## config.mk

```make
export PLATFORM = sky130hd
export DESIGN_NAME = tte_ctrl
export DESIGN_NICKNAME = d
export VERILOG_FILES = /design/src/design/tte_pkg.sv /design/src/design/tte_ctrl.sv
export SDC_FILE = /design/constraint.sdc
export NUM_CORES = 1
export LEC_CHECK = 0
export BUFFER_PORTS_ARGS = -buffer_cell sky130_fd_sc_hd__buf_2
export CAP_MARGIN = 20
export CORE_AREA = 2 2 39 41
export CTS_CLUSTER_SIZE = 10
export DETAILED_ROUTE_END_ITERATION = 10
export DIE_AREA = 0 0 41 43
export MAX_ROUTING_LAYER = met4
export PLACE_DENSITY = 0.52
export REMOVE_ABC_BUFFERS = 1
export SLEW_MARGIN = 20
export SYNTH_ARGS = -nofsm -noshare
export SYNTH_HDL_FRONTEND = slang
export SYNTH_SLANG_ARGS = --single-unit
export TNS_END_PERCENT = 1
```

## constraint.sdc

```tcl
create_clock -name i_clk -period 2.9 [get_ports i_clk]
set_clock_uncertainty 0.05 [all_clocks]
set_input_delay 0.58 -clock i_clk [delete_from_list [all_inputs] [get_ports i_clk]]
set_output_delay 0.58 -clock i_clk [all_outputs]
set_load 0.005 [all_outputs]
```

## src/design/tte_pkg.sv

```systemverilog
// Shared types and constants for the transposition table engine.
// No dependencies; imported by tte_ctrl, tte_dp and transposition_table_engine_top.
package tte_pkg;

    localparam int TABLE_ENTRIES_DEF = 65536;
    localparam int FILL_SAMPLE_DEF   = 1000;

    // operation codes
    localparam logic [2:0] OP_PROBE  = 3'd0;
    localparam logic [2:0] OP_SAVE   = 3'd1;
    localparam logic [2:0] OP_NEWSRCH = 3'd2;
    localparam logic [2:0] OP_CLEAR  = 3'd3;
    localparam logic [2:0] OP_FILL   = 3'd4;

    // configuration register indexes
    localparam logic CFG_WIN  = 1'b0;
    localparam logic CFG_LOSS = 1'b1;

    localparam logic [1:0] BND_EXACT    = 2'd2;
    localparam logic [8:0] DEPTH_MARGIN = 9'd4;
    localparam logic [9:0] FILL_MAX     = 10'd1023;

    localparam logic [14:0] WIN_RST  = 15'd31754;
    localparam logic [15:0] LOSS_RST = 16'hFFFF - 16'd31753; // -31754

    // slave tdata field offsets
    localparam int IN_W        = 136;
    localparam int IN_KEY_LO   = 0;
    localparam int IN_SCORE_LO = 64;
    localparam int IN_BOUND_LO = 80;
    localparam int IN_DEPTH_LO = 82;
    localparam int IN_MOVE_LO  = 90;
    localparam int IN_EVAL_LO  = 106;
    localparam int IN_PLY_LO   = 122;

    localparam int OUT_W = 72;

    // stored entry: key 63:0, then data word (score, eval, depth, bound, gen)
    localparam int KD_W = 114;

    typedef struct packed {
        logic accept;     // capture beat, read entry
        logic finish;     // complete probe/save/new search/clear/unknown
        logic fill_out;   // load fill tally into result
        logic sweep_zero; // restart sweep counter and tally
        logic clr_wr;     // write zero at sweep address
        logic fill_rd;    // read at sweep address for tally
    } t_cmd;

    typedef struct packed {
        logic [2:0] op;
        logic       out_free;
        logic       clr_last;
        logic       fill_last;
    } t_status;

endpackage

```

## src/design/tte_ctrl.sv

```systemverilog
// Sequencer for the transposition table engine.
// Depends on tte_pkg; drives commands into tte_dp from its status.
module tte_ctrl (
    input  logic              i_clk,
    input  logic              i_rst_n,
    input  logic              i_in_valid,
    input  tte_pkg::t_status  i_st,
    output logic              o_in_ready,
    output tte_pkg::t_cmd     o_cmd
);
    import tte_pkg::*;

    typedef enum logic [2:0] {
        S_CLEAR,
        S_IDLE,
        S_EXEC,
        S_FILL,
        S_FILL_END,
        S_FILL_OUT
    } t_state;

    t_state r_state, n_state;

    always_comb begin
        o_cmd      = '0;
        o_in_ready = 1'b0;
        n_state    = r_state;
        case (r_state)
            S_CLEAR: begin
                o_cmd.clr_wr = 1'b1;
                if (i_st.clr_last) begin
                    n_state = S_IDLE;
                end
            end
            S_IDLE: begin
                o_in_ready   = 1'b1;
                o_cmd.accept = i_in_valid;
                if (i_in_valid) begin
                    n_state = S_EXEC;
                end
            end
            S_EXEC: begin
                if (i_st.out_free) begin
                    o_cmd.finish = 1'b1;
                    if (i_st.op == OP_CLEAR) begin
                        o_cmd.sweep_zero = 1'b1;
                        n_state = S_CLEAR;
                    end else if (i_st.op == OP_FILL) begin
                        o_cmd.sweep_zero = 1'b1;
                        n_state = S_FILL;
                    end else begin
                        n_state = S_IDLE;
                    end
                end
            end
            S_FILL: begin
                o_cmd.fill_rd = 1'b1;
                if (i_st.fill_last) begin
                    n_state = S_FILL_END;
                end
            end
            S_FILL_END: begin
                n_state = S_FILL_OUT;
            end
            S_FILL_OUT: begin
                if (i_st.out_free) begin
                    o_cmd.fill_out = 1'b1;
                    n_state = S_IDLE;
                end
            end
            default: begin
                n_state = S_IDLE;
            end
        endcase
    end

    always_ff @(posedge i_clk) begin
        if (!i_rst_n) begin
            r_state <= S_CLEAR;
        end else begin
            r_state <= n_state;
        end
    end

    a_accept_exec: assert property (@(posedge i_clk) disable iff (!i_rst_n)
        o_cmd.accept |=> (r_state == S_EXEC))
        else $error("accepted beat not followed by execute");

    a_clear_done: assert property (@(posedge i_clk) disable iff (!i_rst_n)
        (r_state == S_CLEAR) && i_st.clr_last |=> o_in_ready)
        else $error("clearing pass did not return to idle");

    a_no_back_accept: assert property (@(posedge i_clk) disable iff (!i_rst_n)
        o_cmd.accept |=> !o_cmd.accept)
        else $error("two beats accepted back to back");

    a_fill_res: assert property (@(posedge i_clk) disable iff (!i_rst_n)
        o_cmd.fill_out |-> i_st.out_free && (i_st.op == OP_FILL))
        else $error("fill result loaded into busy slot or for wrong op");

endmodule

```

# Word level (Yosys, flattened, before mapping)

Index checks and enable logic that the tools add are counted.

Flip-flop bits (word level): 3
Input bits: 9
Logic and storage cells: 34
Output and inout port bits: 7

Reduce and logical (&&, ||, !) cells: 2
Eq/ne operators: 12
Muxes and demuxes: 19

Operator list:

| operator                                            | count |
|---|---|
| two-way mux 3 bit                                   | 6 |
| one-hot mux 3 bit (6 select lines)                  | 1 |
| two-way mux 1 bit                                   | 11 |
| inequality test 2 bit, second input constant        | 5 |
| equality test 3 x 2 -> 1 bit, second input constant | 3 |
| equality test 3 bit, second input constant          | 3 |
| AND reduction 5 bit                                 | 1 |
| equality test 3 x 1 -> 1 bit, second input constant | 1 |
| logical NOT 3 bit                                   | 1 |
| two-way mux 2 bit                                   | 1 |

# Longest topological paths before layout

Gate-level depths: netlist (run 1).

Word-level depth: 5
Mapped depth: 4
Depth with buffers taken out: 3

# Least setup slack after synthesis (run 1)

OpenSTA, ideal clock, no wires.

Path kind: reg-to-output
From: register r_state[2]
To: output port o_cmd[2] (netlist bit)
Arrival: 0.999 ns
Cell stages (with the launch flop): 5
Data required time: 2.270 ns
Path buffers: 1
Setup slack: 1.271 ns
Cell sequence: dfxtp_1 clkbuf_1 nor2b_1 and3_1 a21boi_0

RTL lines:

| what                     | RTL line       | text |
|---|---|---|
| start: declaration       | tte_ctrl.sv:22 | `t_state r_state, n_state;` |
| start signal: assignment | tte_ctrl.sv:81 | `r_state <= n_state;` |
| end: declaration         | tte_ctrl.sv:9  | `output tte_pkg::t_cmd o_cmd` |

==> summary.md, run 1 <==
| Metric | Value |
|---|---|
| Num ports | `16` |
| Critical path capture point type | `output pin` |
| Max Slew Vio Count | `0` |
| Root buffer cell | `clkbuf_4` |
| Sequential-to-total area share from yosys stat | `0.236` |
| Inst Count DP | `61` |
| Post-place setup slack | `1060 ps` |
| Placeable Area | `0.00138 mm2` |
| Reg2reg path depth | `3` |
| Period utilization | `0.713` |
| Die Footprint | `0.00176 mm2` |
| Final core utilization | `0.257` |
| Post-synthesis cell count | `33` |
| H-tree Lvls | `1` |
| I/O Buffers | `15` |
| Worst R2R Setup Slack | `1560 ps` |
| DRT antenna net count | `0` |
| GRT Util Overall | `0.0751` |
| CTS tree | `built` |
| Max Cap Violations | `0` |
| FMAX | `484 MHz` |
| Synthesis-to-finish area growth | `39.9%` |
| #FFs+latches synth | `3` |
| Mapped Area | `254 um2` |
| Clock-pin transition on the worst setup and hold timing paths | `30 ps` |
| Synth Warn # | `0` |
| RSZ-0062 raised after global routing | `false` |
| Vias | `290` |
| Pin count of the biggest net entering global routing | `12` |
| Outcome | `finished, final reports clean` |
| Rel. slew slack | `0.688` |
| Worst skew pair latency | `220 ps` |
| Final-layout fill cell count | `158` |
| Initial Utilization | `0.184` |
| Hold-fix buffers, CTS | `0` |
| Synth Area per Inst | `7.70 um2` |
| Post-cts sizing count | `0` |
| Setup violators final | `0` |
| Element type at the critical path start | `flip-flop` |
| First-pass iteration count of the detailed router | `2` |
| Initial drt markers | `3` |
| DIE HEIGHT | `43 um` |
| Peak supply drop | `0.000138 V` |
| Worst flop-to-flop path startpoint | `r_state[0]` |
| Worst setup path startpoint | `r_state[1]` |
| Fin. Hold Viols | `0` |
| Static leakage | `0.166 nW` |
| Synth top area cells | `dfxtp_1 (24%), nand3b_1 (8.9%), nor3_1 (5.9%)` |
| DIE WIDTH | `41 um` |
| Rows | `14` |
| Top cell type by total area after synthesis | `dfxtp_1` |
| First-pass GRT wire length | `897 um` |
| WL/cell | `9.80 um` |
| Remaining DRCs | `0` |
| Critical path type | `reg2out` |
| Setup WS post-layout | `832 ps` |
| Worst-Margin Slew | `456 ps` |
| HP Class | `in2reg` |
| Biggest register | `r_state` |
| Total gr overflow | `0` |
| Period minus WS final | `2070 ps` |
| Worst-case clock buffer depth | `2` |
| Final Wtd Congestion | `0.674` |
| P per Cell Area | `437 mW/mm2` |
| Num CTS Buffers | `3` |
| Vias in the first global route | `234` |
| Number of flip-flops in the largest register | `3` |
| Final std cells w/o fill | `65` |
| Worst R2R End | `r_state[0]` |
| Biggest regs | `r_state: 3 flops` |
| Worst endpoint required time | `2270 ps` |
| Nets | `59` |
| Share of layout cells above drive strength 1 | `0.408` |
| Via density | `4.46` |
| CP Capture Point | `o_cmd[2]` |
| Initial antenna violation count | `0` |
| Crit-path max FO | `11` |
| ANT cells | `0` |
| Setup TNS | `0 ps` |
| Top-area cell type share of the netlist area | `0.236` |
| Synth cell types | `23` |
| Commonest non-fill, non-tap cell in the layout | `buf_2` |
| Post-CTS setup buffers | `0` |
| Routed wire length | `637 um` |
| Sinks on Clock Net | `3` |
| CP arrival | `1440 ps` |
cell usage after synthesis:
cell type,count
nor2_1,2
buf_6,1
nor3_1,3
and2_1,1
dfxtp_1,3
nor2b_1,1
a21boi_0,2
o31ai_1,1
nand2_1,3
nand3b_1,3
clkbuf_1,1
mux2_2,1
inv_1,1
nand3_1,1
a21oi_1,1
a2111oi_0,1
and3_1,1
buf_2,1
and3b_1,1
a311oi_1,1
or3b_1,1
a21oi_2,1
nor3b_1,1
power breakdown:
| part | switching [mW] | total, mW | leakage (nW) | internal [mW] |
|---|---|---|---|---|
| combinational | 0.0141 | 0.0325 | 0.126 | 0.0184 |
| sequential | 0.00868 | 0.0535 | 0.0246 | 0.0448 |
| clock | 0.0181 | 0.0694 | 0.0150 | 0.0513 |
critical path: stages (launching register included):
cell	delay [ps]
dfxtp_1	520
nor2b_1	230
and3_1	180
a21boi_0	160
buf_2	130
worst min-delay path by stage:
stage	startpoint	to	slack, ps	cells past startpoint
finish	i_st[0]	r_state[1]	550	2
detailed placement	r_state[2]	r_state[2]	590	2
CTS	i_st[0]	r_state[1]	550	2
global route	i_st[0]	r_state[1]	560	2
global placement	r_state[2]	r_state[2]	560	2
floorplan	r_state[2]	r_state[2]	490	2
routing by layer:
metal / up-vias / GRT usage / share of wire
met5: - / - / 0
met4: 0 / 0.0200 / 0
met3: 0 / 0.0314 / 0.099
met2: 13 / 0.113 / 0.43
met1: 126 / 0.0900 / 0.47
li1: 151 / - / -
area by class of cell:
cell class,instances,area (um2),share of cell area
multi-input cells,26,170,0.479
repair buffers,15,75.1,0.211
flip-flops and latches,3,60.1,0.169
clock buffers,4,26.3,0.0739
well taps,16,20.0,0.0563
inverters,1,3.75,0.0106
cell families (layout without fill, tap and decap cells):
family	Yosys count	after routing	synth area share
AO/OA/AOI/OAI	7	7	0.212
buffers and inverters	4	20	0.0935
flip-flops	3	3	0.236
multiplexers	1	1	0.0443
AND/OR/NAND/NOR	18	18	0.414
stage by stage:
| step | area (um2) | power (mW) | hold slack [ps] |
|---|---|---|---|
| after floorplan | 234 | 0.0694 | 495 |
| after global placement | 329 | 0.0869 | 561 |
| after detailed placement | 329 | 0.0869 | 588 |
| after CTS | 355 | 0.158 | 546 |
| after global routing | 355 | 0.168 | 558 |
| final | 355 | 0.155 | 549 |
(Power assumes the default switching activity.)
==> run 2: changes to the inputs <==
--- a/config.mk
+++ b/config.mk
@@ -5,6 +5,7 @@
 export SDC_FILE = /design/constraint.sdc
 export NUM_CORES = 1
 export LEC_CHECK = 0
+export ABC_AREA = 1
 export BUFFER_PORTS_ARGS = -buffer_cell sky130_fd_sc_hd__buf_2
 export CAP_MARGIN = 20
 export CORE_AREA = 2 2 39 41
@@ -12,7 +13,7 @@
 export DETAILED_ROUTE_END_ITERATION = 10
 export DIE_AREA = 0 0 41 43
 export MAX_ROUTING_LAYER = met4
-export PLACE_DENSITY = 0.52
+export PLACE_DENSITY = 0.66
 export REMOVE_ABC_BUFFERS = 1
 export SLEW_MARGIN = 20
 export SYNTH_ARGS = -nofsm -noshare
==> constraint.sdc (replaced) <==
create_clock -name i_clk -period 1.95 [get_ports i_clk]
set_clock_uncertainty 0.05 [all_clocks]
set_input_delay 0.39 -clock i_clk [delete_from_list [all_inputs] [get_ports i_clk]]
set_output_delay 0.39 -clock i_clk [all_outputs]
set_load 0.005 [all_outputs]
==> summary.md, run 2 <==
| Metric | Value |
|---|---|
| Routed wire length | `800 um (was 637 um)` |
| Top-area cell type share of the netlist area | `0.142 (was 0.236)` |
| Biggest regs | `r_state: 3 flops (unchanged)` |
| Max Cap Violations | `0 (unchanged)` |
| Outcome | `finished, final reports clean (unchanged)` |
| Synthesis-to-finish area growth | `24.3% (was 39.9%)` |
| Num CTS Buffers | `3 (unchanged)` |
| Initial drt markers | `12 (was 3)` |
| Pin count of the biggest net entering global routing | `9 (was 12)` |
| Nets | `87 (was 59)` |
| Rel. slew slack | `0.705 (was 0.688)` |
| Post-synth EDFFs | `0 (unchanged)` |
| Post-synthesis cell count | `59 (was 33)` |
| Remaining DRCs | `0 (unchanged)` |
| Max Slew Vio Count | `0 (unchanged)` |
| Period utilization | `0.865` |
| Vias in the first global route | `365 (was 234)` |
| First-pass iteration count of the detailed router | `4 (was 2)` |
| Top cell type by total area after synthesis | `dfxtp_1 (unchanged)` |
| Fin. Hold Viols | `0 (unchanged)` |
| Sequential-to-total area share from yosys stat | `0.142 (was 0.236)` |
| Critical path capture point type | `output pin (unchanged)` |
| DRT antenna net count | `0 (unchanged)` |
| Period minus WS final | `1690 ps` |
| Initial Utilization | `0.306 (was 0.184)` |
| Clock-pin transition on the worst setup and hold timing paths | `40 ps (was 30 ps)` |
| FMAX | `593 MHz` |
| Number of flip-flops in the largest register | `3 (unchanged)` |
| HP Class | `in2reg (unchanged)` |
| Setup TNS | `0 ps (unchanged)` |
| WL/cell | `8.60 um (was 9.80 um)` |
| Sinks on Clock Net | `3 (unchanged)` |
| Worst-case clock buffer depth | `2 (unchanged)` |
| Final HPWL DP | `680 um` |
| Critical path type | `reg2out (unchanged)` |
| Via density | `4.37 (was 4.46)` |
| Most frequent cells in the layout | `buf_2 (15), nand2_1 (8), nor2_1 (5), inv_1 (5), nor2_2 (5)` |
| CP arrival | `1250 ps (was 1440 ps)` |
| Static leakage | `0.291 nW (was 0.166 nW)` |
| Synth Warn # | `0 (unchanged)` |
| Setup violators final | `0 (unchanged)` |
| Total gr overflow | `0 (unchanged)` |
| Synth cell types | `22 (was 23)` |
| Worst-Margin Slew | `442 ps (was 456 ps)` |
| Rows | `14 (unchanged)` |
| DIE HEIGHT | `43 um (unchanged)` |
| Vias | `406 (was 290)` |
| H-tree Lvls | `1 (unchanged)` |
| Commonest non-fill, non-tap cell in the layout | `buf_2 (unchanged)` |
| RSZ-0062 raised after global routing | `false (unchanged)` |
| Root buffer cell | `clkbuf_4 (unchanged)` |
| Initial antenna violation count | `0 (unchanged)` |
| Most frequent cell after synthesis | `nand2_1` |
| Footprint of the multi-input gates | `284 um2 (was 170 um2)` |
| Final-layout fill cell count | `155 (was 158)` |
| DIE WIDTH | `41 um (unchanged)` |
| Worst hold slack | `358 ps (was 549 ps)` |
| Commonest cells in the netlist | `nand2_1 (8), inv_1 (5), nor2_1 (5), nor2_2 (5), nand2_4 (4) (was dfxtp_1 (3), nand2_1 (3), nand3b_1 (3), nor3_1 (3))` |
| GRT Util Overall | `0.116 (was 0.0751)` |
| Die Footprint | `0.00176 mm2 (unchanged)` |
| Share of layout cells above drive strength 1 | `0.558 (was 0.408)` |
| Worst endpoint required time | `1510 ps (was 2270 ps)` |
| Hold-fix buffers, CTS | `0 (unchanged)` |
| Dominant synthesized flop cell | `dfxtp_1 (unchanged)` |
| Post-CTS setup buffers | `0 (unchanged)` |
| Synth Area per Inst | `7.17 um2 (was 7.70 um2)` |
| P per Cell Area | `1360 mW/mm2 (was 437 mW/mm2)` |
| Register area | `60.1 um2 (unchanged)` |
| I/O Buffers | `15 (unchanged)` |
| Crit-path max FO | `8 (was 11)` |
| Num ports | `16 (unchanged)` |
| Worst skew pair latency | `230 ps (was 220 ps)` |
| Final Wtd Congestion | `0.812 (was 0.674)` |
| Element type at the critical path start | `flip-flop (unchanged)` |
| Biggest register | `r_state (unchanged)` |
| ANT cells | `0 (unchanged)` |
| First-pass GRT wire length | `1360 um (was 897 um)` |
| #FFs+latches synth | `3 (unchanged)` |
| Mapped Area | `423 um2 (was 254 um2)` |
| Synth top area cells | `dfxtp_1 (14%), nand2_4 (11%), buf_6 (8.0%) (was dfxtp_1 (24%), nand3b_1 (8.9%), nor3_1 (5.9%))` |
| CTS tree | `built (unchanged)` |
| Post-cts sizing count | `0 (unchanged)` |
| Placeable Area | `0.00138 mm2 (unchanged)` |
| Peak supply drop | `0.000627 V (was 0.000138 V)` |
| Ys async rst share | `0 (unchanged)` |
## run 2: cell count changes after synthesis, sizes merged, moves of 2 or more
cell | previous run | this run
nand4 | 0 | 2
inv | 1 | 10
nor2 | 2 | 12
nand3b | 3 | 0
nand2 | 3 | 15
nand3 | 1 | 6
## run 2: logic make-up (layout without fill, tap and decap cells)
group	Yosys count	count (layout)	share of synthesized area
flops	3	3	0.142
simple gates	38	38	0.601
buf+inv	13	31	0.186
compound gates	5	5	0.0710
## run 2: path summary, 6_finish.rpt
path / start / end / slack (ps) / depth (start not counted)
min reg2reg: r_state[0] / r_state[2] / 590 / 2
min: i_rst_n / r_state[2] / 360 / 3
max reg2reg: r_state[0] / r_state[0] / 570 / 10
max: r_state[2] / o_cmd[2] / 260 / 5
## run 2: area by class of cell
type | instances | area share
multi-input combinational | 43 | 0.540
timing repair buffer | 17 | 0.171
sequential | 3 | 0.114
inverter | 10 | 0.0857
clock buffer | 4 | 0.0500
tap | 16 | 0.0381
## run 2: report_power, final
group          switching, mW  internal (mW)
logic                  0.268          0.201
clock network         0.0303         0.0765
registers             0.0555         0.0855
## run 2: routing by layer
metal / track usage / part of all wire / vias to the layer above / routed length, um
li1: - / - / 226 / -
met3: 0.0628 / 0.071 / 0 / 57
met5: - / 0 / - / 0
met2: 0.172 / 0.47 / 11 / 373
met1: 0.137 / 0.46 / 169 / 369
met4: 0.0200 / 0 / 0 / 0
## run 2: through the flow
step | instance area (um2) | std cells | total power, mW | util | setup WS [ps]
floorplan | 389 | 56 | 0.483 | - | 519
global placement | 499 | 89 | 0.615 | 0.361 | 511
detailed placement | 499 | 89 | 0.616 | 0.361 | 504
CTS | 526 | 93 | 0.730 | 0.380 | 245
global route | 526 | 93 | 0.792 | 0.380 | 171
finish | 526 | 93 | 0.717 | 0.380 | 264
## run 2: worst max-delay path, stage by stage, from the launching register on
cell	delay [ps]
dfxtp_1	580
inv_6	70
nand3_2	90
nor2_1	60
o21a_1	90
buf_2	120
==> run 3: changes to the inputs <==
--- a/config.mk
+++ b/config.mk
@@ -8,12 +8,13 @@
 export ABC_AREA = 1
 export BUFFER_PORTS_ARGS = -buffer_cell sky130_fd_sc_hd__buf_2
 export CAP_MARGIN = 20
-export CORE_AREA = 2 2 39 41
+export CELL_PAD_IN_SITES_DETAIL_PLACEMENT = 1
+export CELL_PAD_IN_SITES_GLOBAL_PLACEMENT = 2
+export CORE_UTILIZATION = 24
 export CTS_CLUSTER_SIZE = 10
 export DETAILED_ROUTE_END_ITERATION = 10
-export DIE_AREA = 0 0 41 43
 export MAX_ROUTING_LAYER = met4
-export PLACE_DENSITY = 0.66
+export PLACE_DENSITY = 0.85
 export REMOVE_ABC_BUFFERS = 1
 export SLEW_MARGIN = 20
 export SYNTH_ARGS = -nofsm -noshare
==> summary.md, run 3 (same netlist as run 2, synthesis figures left out) <==
| Metric | Value |
|---|---|
| Initial antenna violation count | `0 (unchanged)` |
| Reg2reg path depth | `10 (unchanged)` |
| Critical path type | `reg2out (unchanged)` |
| Crit-path max FO | `8 (unchanged)` |
| RSZ-0062 raised after global routing | `false (unchanged)` |
| Total gr overflow | `0 (unchanged)` |
| CTS tree | `built (unchanged)` |
| Max Cap Violations | `0 (unchanged)` |
| Nets | `87 (unchanged)` |
| Period utilization | `0.864 (was 0.865)` |
| Period minus WS final | `1690 ps (about the same)` |
| Rel. slew slack | `0.704 (was 0.705)` |
| HP Start | `i_rst_n (unchanged)` |
| Final Wtd Congestion | `0.775 (was 0.812)` |
| Clock-pin transition on the worst setup and hold timing paths | `40 ps (about the same)` |
| Worst-Margin Slew | `444 ps (was 442 ps)` |
| Final-layout fill cell count | `215 (was 155)` |
| Post-cts sizing count | `0 (unchanged)` |
| Biggest register | `r_state (unchanged)` |
| Pin count of the biggest net entering global routing | `9 (unchanged)` |
| P per Cell Area | `1390 mW/mm2 (was 1360 mW/mm2)` |
| Share of layout cells above drive strength 1 | `0.558 (unchanged)` |
| Most frequent cells in the layout | `buf_2 (15), nand2_1 (8), nor2_1 (5), inv_1 (5), nor2_2 (5) (unchanged)` |
| Initial Utilization | `0.268 (was 0.306)` |
| Worst Hold Path EP | `r_state[2] (unchanged)` |
| Rows | `14 (unchanged)` |
| Final HPWL DP | `836 um (was 680 um)` |
| Commonest non-fill, non-tap cell in the layout | `buf_2 (unchanged)` |
| DRT antenna net count | `0 (unchanged)` |
| First-pass GRT wire length | `1600 um (was 1360 um)` |
| Fin. Hold Viols | `0 (unchanged)` |
| Min-Delay Path Depth | `3 (unchanged)` |
| Worst endpoint required time | `1510 ps (about the same)` |
| Outcome | `finished, final reports clean (unchanged)` |
| Placeable Area | `0.00158 mm2 (was 0.00138 mm2)` |
| Biggest regs | `r_state: 3 flops (unchanged)` |
| Setup violators final | `0 (unchanged)` |
| Design Area, Final | `526 um2 (unchanged)` |
| Worst skew pair latency | `230 ps (about the same)` |
| DIE HEIGHT | `44.0 um (was 43 um)` |
| ANT cells | `0 (unchanged)` |
| H-tree Lvls | `1 (unchanged)` |
| Max Slew Vio Count | `0 (unchanged)` |
| Final std cells w/o fill | `93 (unchanged)` |
| Static leakage | `0.291 nW (unchanged)` |
| FMAX | `593 MHz (about the same)` |
| Post-CTS setup buffers | `0 (unchanged)` |
| Initial drt markers | `7 (was 12)` |
| Num ports | `16 (unchanged)` |
| Post-place setup slack | `494 ps (was 504 ps)` |
| Vias | `419 (was 406)` |
| Routed wire length | `944 um (was 800 um)` |
| Worst-case clock buffer depth | `2 (unchanged)` |
| Worst flop-to-flop path startpoint | `r_state[0] (unchanged)` |
| Sinks on Clock Net | `3 (unchanged)` |
| Inst Count DP | `89 (unchanged)` |
| HP Class | `in2reg (unchanged)` |
| Peak supply drop | `0.000387 V (was 0.000627 V)` |
| CP arrival | `1250 ps (about the same)` |
| Critical path capture point type | `output pin (unchanged)` |
| Tot Pwr | `0.728 mW (was 0.717 mW)` |
| Number of flip-flops in the largest register | `3 (unchanged)` |
| Cell Area, Placed | `499 um2 (unchanged)` |
| Worst R2R End | `r_state[0] (unchanged)` |
| Element type at the critical path start | `flip-flop (unchanged)` |
| Synthesis-to-finish area growth | `24.3% (unchanged)` |
| GRT Util Overall | `0.115 (was 0.116)` |
| Via density | `4.51 (was 4.37)` |
| Setup WS post-layout | `264 ps (about the same)` |
| I/O Buffers | `15 (unchanged)` |
| Root buffer cell | `clkbuf_4 (unchanged)` |
| WL/cell | `10.2 um (was 8.60 um)` |
| First-pass iteration count of the detailed router | `6 (was 4)` |
| Setup TNS | `0 ps (unchanged)` |
| DIE WIDTH | `44.0 um (was 41 um)` |
| Num CTS Buffers | `3 (unchanged)` |
| Vias in the first global route | `393 (was 365)` |
| Hold-fix buffers, CTS | `0 (unchanged)` |
| Remaining DRCs | `0 (unchanged)` |
| Worst R2R Setup Slack | `620 ps (was 570 ps)` |
| Die Footprint | `0.00193 mm2 (was 0.00176 mm2)` |
-- run 3: cell counts in the layout (fill, tap and decap cells not counted) --
Identical to the previous run, type by type.
-- run 3: final cells by class --
cell class	instances	area, um2	share of cell area
multi-input cells	43	284	0.540
clock buffers	4	26.3	0.0500
well taps	16	20.0	0.0381
flip-flops and latches	3	60.1	0.114
repair buffers	17	90.1	0.171
inverters	10	45.0	0.0857
-- run 3: critical path, stage by stage, from the launching register on --
cell	delay, ps
dfxtp_1	580
inv_6	70
nand3_2	90
nor2_1	50
o21a_1	100
buf_2	120
-- run 3: power breakdown --
group	total (mW)	internal, mW	switching (mW)
combinational	0.493	0.201	0.291
sequential	0.128	0.0855	0.0426
clock	0.107	0.0766	0.0307
total	0.728	0.363	0.365
-- run 3: metrics by stage --
| stage | hold slack [ps] | utilization |
|---|---|---|
| 6_report | 352 | 0.333 |
| 2_1_floorplan | 449 | - |
| 5_1_grt | 373 | 0.333 |
| 4_1_cts | 349 | 0.333 |
| 3_5_place_dp | 563 | 0.317 |
| 3_3_place_gp | 574 | 0.317 |
-- run 3: how the worst max path moves through the flow --
stage,end,depth (start not counted),startpoint
5_1_grt,o_cmd[2],5,r_state[2]
2_1_floorplan,o_cmd[2],3,r_state[1]
6_report,o_cmd[2],5,r_state[2]
4_1_cts,o_cmd[2],5,r_state[2]
3_5_place_dp,o_cmd[2],4,i_st[4]
3_3_place_gp,o_cmd[2],4,i_st[4]
-- run 3: layer usage --
metal	GRT usage	share of wire	vias up
li1	-	-	220
met1	0.144	0.47	188
met2	0.191	0.50	9
met3	0	0.019	2
met4	0.0545	0.017	0
met5	-	0	-
